<file path="src/rtl/efreq_pkg.sv">
package efreq_pkg;

  localparam int COUNTER_WIDTH_DEF = 64;
  localparam int TICK_WIDTH_DEF    = 32;

  localparam int CNT_FIELD_W  = 64;
  localparam int TICK_FIELD_W = 32;
  localparam int FREQ_W       = 32;
  localparam int STATUS_W     = 2;
  localparam int BASE_W       = 16;

  localparam int NOM_W  = 26;
  localparam int PART_W = NOM_W + 32;
  localparam int PROD_W = NOM_W + CNT_FIELD_W;

  localparam logic [NOM_W-1:0] KHZ_PER_MHZ = NOM_W'(1000);

  localparam int DIV_STEPS = FREQ_W;
  localparam int STEP_W    = $clog2(DIV_STEPS);

  localparam int APB_DATA_W = 32;
  localparam int APB_ADDR_W = 3;

  typedef enum logic [0:0] {
    REG_BASE_MHZ = 1'b0,
    REG_FEATURE  = 1'b1
  } efreq_reg_e;

  typedef enum logic [STATUS_W-1:0] {
    ST_OK          = 2'd0,
    ST_UNSUPPORTED = 2'd1,
    ST_HW_ERROR    = 2'd2
  } efreq_status_e;

  typedef enum logic [2:0] {
    CLS_UNSUP,
    CLS_FAIL,
    CLS_BASE,
    CLS_DECR,
    CLS_CALC
  } efreq_class_e;

  typedef enum logic [3:0] {
    S_IDLE,
    S_CLASS,
    S_DECIDE,
    S_MUL_LO,
    S_MUL_HI,
    S_SUM,
    S_DIV_INIT,
    S_DIV,
    S_FIN
  } efreq_state_e;

  typedef struct packed {
    logic [CNT_FIELD_W-1:0]  actual_cycles;
    logic [CNT_FIELD_W-1:0]  reference_cycles;
    logic [TICK_FIELD_W-1:0] tick_stamp;
    logic                    read_failed;
  } efreq_in_t;

  typedef struct packed {
    logic [FREQ_W-1:0]   freq_khz;
    logic [STATUS_W-1:0] status;
  } efreq_out_t;

  typedef struct packed {
    logic capture;
    logic classify;
    logic mul_lo;
    logic mul_hi;
    logic sum;
    logic div_init;
    logic div_step;
    logic commit;
  } efreq_cmd_t;

  typedef struct packed {
    efreq_class_e cls;
    logic         sat;
  } efreq_stat_t;

endpackage

</file>
<file path="src/rtl/efreq_ctrl.sv">
module efreq_ctrl (
  input  logic                   clk_i,
  input  logic                   rst_ni,
  input  logic                   in_valid_i,
  output logic                   in_ready_o,
  output logic                   out_valid_o,
  input  logic                   out_ready_i,
  output efreq_pkg::efreq_cmd_t  cmd_o,
  input  efreq_pkg::efreq_stat_t stat_i
);
  import efreq_pkg::*;

  efreq_state_e      state_q, state_d;
  logic [STEP_W-1:0] cnt_q, cnt_d;
  logic              out_valid_q, out_valid_d;

  always_ff @(posedge clk_i or negedge rst_ni) begin
    if (!rst_ni) begin
      state_q     <= S_IDLE;
      cnt_q       <= '0;
      out_valid_q <= 1'b0;
    end else begin
      state_q     <= state_d;
      cnt_q       <= cnt_d;
      out_valid_q <= out_valid_d;
    end
  end

  always_comb begin
    state_d     = state_q;
    cnt_d       = cnt_q;
    out_valid_d = out_valid_q && !out_ready_i;
    cmd_o       = '0;
    in_ready_o  = 1'b0;
    unique case (state_q)
      S_IDLE: begin
        in_ready_o = 1'b1;
        if (in_valid_i) begin
          cmd_o.capture = 1'b1;
          state_d       = S_CLASS;
        end
      end
      S_CLASS: begin
        cmd_o.classify = 1'b1;
        state_d        = S_DECIDE;
      end
      S_DECIDE: begin
        state_d = (stat_i.cls == CLS_CALC) ? S_MUL_LO : S_FIN;
      end
      S_MUL_LO: begin
        cmd_o.mul_lo = 1'b1;
        state_d      = S_MUL_HI;
      end
      S_MUL_HI: begin
        cmd_o.mul_hi = 1'b1;
        state_d      = S_SUM;
      end
      S_SUM: begin
        cmd_o.sum = 1'b1;
        state_d   = S_DIV_INIT;
      end
      S_DIV_INIT: begin
        cmd_o.div_init = 1'b1;
        cnt_d          = '0;
        state_d        = S_DIV;
      end
      S_DIV: begin
        if (stat_i.sat) begin
          state_d = S_FIN;
        end else begin
          cmd_o.div_step = 1'b1;
          cnt_d          = cnt_q + 1'b1;
          if (cnt_q == STEP_W'(DIV_STEPS - 1)) begin
            state_d = S_FIN;
          end
        end
      end
      S_FIN: begin
        if (!out_valid_q || out_ready_i) begin
          cmd_o.commit = 1'b1;
          out_valid_d  = 1'b1;
          state_d      = S_IDLE;
        end
      end
      default: begin
        state_d = S_IDLE;
      end
    endcase
  end

  assign out_valid_o = out_valid_q;

  a_cnt_idle: assert property (@(posedge clk_i) disable iff (!rst_ni)
    (state_q != S_DIV) |-> (cnt_q == '0))
    else $error("step counter not clear outside divide");

  a_rise_from_fin: assert property (@(posedge clk_i) disable iff (!rst_ni)
    $rose(out_valid_q) |-> ($past(state_q) == S_FIN))
    else $error("result raised outside finish");

  a_accept_class: assert property (@(posedge clk_i) disable iff (!rst_ni)
    (in_valid_i && in_ready_o) |=> (state_q == S_CLASS))
    else $error("accepted beat not classified next");

  a_mul_calc: assert property (@(posedge clk_i) disable iff (!rst_ni)
    (state_q == S_MUL_LO) |-> (stat_i.cls == CLS_CALC))
    else $error("multiply entered for special case");

endmodule

</file>
<file path="config.mk">
export PLATFORM = sky130hd
export DESIGN_NAME = efreq_ctrl
export DESIGN_NICKNAME = d
export VERILOG_FILES = /design/src/rtl/efreq_pkg.sv /design/src/rtl/efreq_ctrl.sv
export SDC_FILE = /design/constraint.sdc
export NUM_CORES = 1
export LEC_CHECK = 0
export BUFFER_PORTS_ARGS = -buffer_cell sky130_fd_sc_hd__buf_2
export CORE_AREA = 5 5 42 44
export DETAILED_ROUTE_END_ITERATION = 6
export DIE_AREA = 0 0 47 49
export GPL_ROUTABILITY_DRIVEN = 0
export PLACE_DENSITY = 0.68
export SLEW_MARGIN = 20
export SYNTH_ARGS = -nofsm -noshare
export SYNTH_HDL_FRONTEND = slang
export SYNTH_SLANG_ARGS = --single-unit
</file>
<file path="constraint.sdc">
create_clock -name clk_i -period 2 [get_ports clk_i]
set_clock_uncertainty 0.05 [all_clocks]
set_input_delay 0.2 -clock clk_i [delete_from_list [all_inputs] [get_ports clk_i]]
set_output_delay 0.2 -clock clk_i [all_outputs]
set_load 0.03 [all_outputs]
</file>
-- Word-level counts from Yosys, hierarchy flattened
Cells that the tools add are included.
- mux-type cells: 22
- add/sub/neg operators: 1
- reduce and logical (&&, ||, !) cells: 8
- equality and inequality tests: 14
- operators with widths (operator ; count):
    4-bit one-hot mux with 9 select lines ; 1
    4-bit 2-to-1 mux ; 5
    4-bit by 3-bit == test with 1-bit output (second input constant) ; 4
    1-bit 2-to-1 mux ; 14
    5-bit one-hot mux with 2 select lines ; 1
    4-bit by 2-bit == test with 1-bit output (second input constant) ; 2
    2-bit inequality test (second input constant) ; 3
    5-bit by 1-bit adder with 5-bit output (second input constant) ; 1
    5-bit == test (second input constant) ; 1
    5-bit 2-to-1 mux ; 1
    4-bit by 1-bit == test with 1-bit output (second input constant) ; 1
    4-bit == test (second input constant) ; 1
    4-bit zero test ; 1
    3-bit == test (second input constant) ; 1
    3-bit inequality test (second input constant) ; 1
    3-bit AND reduction ; 1
    1-bit zero test ; 2
    2-bit AND reduction ; 1
    2-bit nonzero test ; 1
    1-bit logical AND ; 1
    1-bit logical OR ; 1
- word-level logic and storage cells: 48
- input bits: 8
- register bits: 10
- output and inout bits: 10

-- Depth between registers and ports, before layout
- depth after elaboration: 4
- mapped depth: 6
- depth with buffers taken out: 6

-- Least setup slack after synthesis
Ideal clock, no wire load.
- path type: flip-flop to output port
- from: reg state_q[1]
- to: out cmd_o[7] in the netlist's numbering
- data required time: 1.750 ns
- arrival time: 2.038 ns
- setup slack: -0.288 ns
- stages on the path, launching flop included: 4
- path buffers: 1
- cells stage by stage: dfrtp_1 > clkbuf_1 > nor4_1 > and2_1
- RTL lines (element ; line ; text):
    from (decl) ; efreq_ctrl.sv:13 ; efreq_state_e state_q, state_d;
    from (signal assigned) ; efreq_ctrl.sv:23 ; state_q <= state_d;
    to (decl) ; efreq_ctrl.sv:8 ; output efreq_pkg::efreq_cmd_t cmd_o,

==> insert_results.sql <==
INSERT INTO impl_metrics (metric_group, metric, value, unit) VALUES
('timing', 'max_clock_freq', '0.570', 'GHz'),
('power', 'intPower', '0.000634', 'W'),
('power', 'share_clk_of_total_power', '15.2', '%'),
('place', 'port_buffers', '17', ''),
('timing', 'period_needed', '1.76', 'ns'),
('critical_path', 'path_class', 'reg2out', ''),
('clock_tree', 'clk_transition_reported_paths', '0.06', 'ns'),
('place', 'dp_worst_setup_slack', '0.351', 'ns'),
('grt', 'number_of_antenna_violations_at_the_first_check_in_global_routing', '0', ''),
('grt', 'wire_length_of_the_first_global_routing_pass', '2.10', 'mm'),
('synth', 'async_reset_ff_share', '100', '%'),
('timing', 'final-setup-viol-count', '0', ''),
('layout', 'layout_common_cells', '17 x sky130_fd_sc_hd__buf_2, 10 x sky130_fd_sc_hd__dfrtp_1, 6 x sky130_fd_sc_hd__nand2_1, 5 x sky130_fd_sc_hd__inv_1, 5 x sky130_fd_sc_hd__nor2_1', ''),
('grt', 'grt_start_max_net_pins', '13', ''),
('clock_tree', 'cts-root-buf', 'sky130_fd_sc_hd__clkbuf_4', ''),
('routing', 'finalWirelength', '1.24', 'mm'),
('critical_path', 'reg2reg_depth', '6', ''),
('floorplanning', 'floorplan.die.height', '49', 'um'),
('power', 'p_switching', '0.000538', 'W'),
('critical_path', 'critPathRequiredTime', '1.75', 'ns'),
('floorplanning', 'dieWidth', '47', 'um'),
('timing', 'tightest_slew', '0.391', 'ns'),
('synth', 'post_synth_inst_count', '66', ''),
('power', 'max-vdd-ir-drop', '0.723', 'mV'),
('critical_path', 'cp-startpoint', 'state_q[3]', ''),
('layout', 'syn_to_final_growth', '27.7', '%'),
('timing', 'final.setup.tns', '0', 'ns'),
('synth', 'syn-mean-instance-area', '9.04', 'um2'),
('floorplanning', 'core-area', '0.00140', 'mm2'),
('routing', 'detail_route.vias_per_cell', '5.28', ''),
('synth', 'synth.area.top_cells', 'sky130_fd_sc_hd__dfrtp_1 42%, sky130_fd_sc_hd__mux2i_1 6.7%, sky130_fd_sc_hd__ha_1 4.2%', ''),
('floorplanning', 'io_pins', '18', ''),
('synth', 'synth_nets', '76', ''),
('clock_tree', 'tritoncts_num_sinks', '10', ''),
('clock_tree', 'post-cts-setup-buffer-count', '0', ''),
('synth', 'synth-warning-count', '0', ''),
('power', 'power.sequential.fraction', '34.2', '%'),
('timing', 'relSlewSlack', '73.9', '%'),
('hold_path', 'worst_hold_startpoint', 'out_ready_i', ''),
('synth', 'post-synth-top-area-cell', 'sky130_fd_sc_hd__dfrtp_1', ''),
('layout', 'mostFrequentLayoutCell', 'sky130_fd_sc_hd__buf_2', ''),
('timing', 'setup_ws', '0.244', 'ns'),
('power', 'netSwitchingFraction', '45.9', '%'),
('grt', 'number_of_global_route_vias_before_repair', '482', ''),
('hold_path', 'hold_class', 'in2reg', ''),
('power', 'leak_pwr', '0.373', 'nW'),
('power', 'power_density', '1540', 'mW/mm2'),
('synth', 'synth-seq-area-share', '41.9', '%'),
('floorplanning', 'initial_core_util', '42.6', '%'),
('critical_path', 'crit_fanout', '11', ''),
('synth', 'cell_area_after_synthesis', '597', 'um2'),
('timing', 'rsz0062_at_grt', 'false', ''),
('synth', 'synth_edf_count', '0', ''),
('timing', 'timing.final.crit_share', '87.8', '%'),
('hold_path', 'hold_path_depth', '2', ''),
('hold_path', 'hold_path_end', 'state_q[3]', ''),
('grt', 'grt_use_total', '12.4', '%'),
('floorplanning', 'die_area', '0.00230', 'mm2'),
('routing', 'vias', '544', ''),
('critical_path', 'timing.critical_path.to_type', 'output port', ''),
('routing', 'drt_first_pass_iters', '5', ''),
('clock_tree', 'cts.repair.resized', '0', ''),
('routing', 'drt.antenna.violating_nets', '0', ''),
('clock_tree', 'clock_path_buffers', '2', ''),
('place', 'hpwl', '934', 'um'),
('critical_path', 'timing.rr.end', 'state_q[1]', ''),
('outcome', 'run_status', 'finished clean', ''),
('critical_path', 'start_kind', 'flop', ''),
('timing', 'timing_hold_violations_final', '0', ''),
('layout', 'antenna_cells_inserted', '0', ''),
('clock_tree', 'cts.htree.levels', '1', '');
==> state kept, by name (all words and copies together) (netlist names) <==
register,flops
cnt_q,5
out_valid_o,1
state_q,4
==> worst max-delay path by stage <==
stage                     cells past startpoint  slack [ns]         end
final                                         3        0.24    cmd_o[1]
after global routing                          3        0.07    cmd_o[1]
after CTS                                     3        0.23    cmd_o[1]
after detailed placement                      6        0.35  state_q[1]
after global placement                        3        0.40    cnt_q[3]
after floorplan                               3        0.08    cmd_o[7]
==> final cells by class <==
class                   instances  area [um2]
fillers                       141         639
multi-input cells              47         319
flip-flops and latches         10         250
repair buffers                 21         118
clock buffers                   4        36.3
well taps                      16        20.0
inverters                       5        18.8
==> per-layer routing <==
| layer | track usage, % | wire (um) |
|---|---|---|
| met4 | 1.38 | 0 |
| met5 | 0 | 0 |
| met1 | 16.3 | 572 |
| met2 | 18.1 | 599 |
| met3 | 7.01 | 68 |
==> kinds of logic after synthesis <==
group,after synthesis,share of synthesized area (%)
AO/OA/AOI/OAI,12,13.8
adder cells (fa/ha/maj),2,4.19
buffers and inverters,9,5.66
flip-flops,10,41.9
multiplexers,4,6.71
AND/OR/NAND/NOR,29,27.7
==> cells in the mapped netlist (all sizes together) (2+ instances only) <==
library cell,number
a211oi,2
a21oi,3
clkbuf,3
dfrtp,10
ha,2
inv,5
mux2i,4
nand2,6
nand2b,3
nor2,5
nor3,3
nor3b,2
o31ai,3
==> critical path, stage by stage (launching register included) <==
cell	delay (ns)
sky130_fd_sc_hd__dfrtp_1	0.49
sky130_fd_sc_hd__nand4b_1	0.35
sky130_fd_sc_hd__nor2_1	0.19
sky130_fd_sc_hd__buf_2	0.22
==> per-stage QoR <==
step                total power, W  hold WS, ns  utilization (%)  cell area (um2)  std cells
floorplan                 0.000829       -0.146                -              603         66
global placement          0.000986       0.0211             51.1              716         98
detailed placement        0.000996       0.0214             51.1              716         98
CTS                        0.00118       0.0861             54.4              762        103
global route               0.00127       0.0848             54.4              762        103
finish                     0.00117       0.0897             54.4              762        103
==> power groups by stage <==
stage | clock (W) | combinational [W] | sequential, W
finish | 0.000178 | 0.000594 | 0.000400
global route | 0.000199 | 0.000657 | 0.000417
CTS | 0.000183 | 0.000600 | 0.000399
detailed placement | 0 | 0.000594 | 0.000402
global placement | 0 | 0.000586 | 0.000400
floorplan | 0 | 0.000466 | 0.000363
==> timing repair <==
item,CTS,global route
endpoints found under the setup margin,0,0
hold buffers,1,0
hold endpoints to repair,10,0
(Power assumes the default switching activity.)
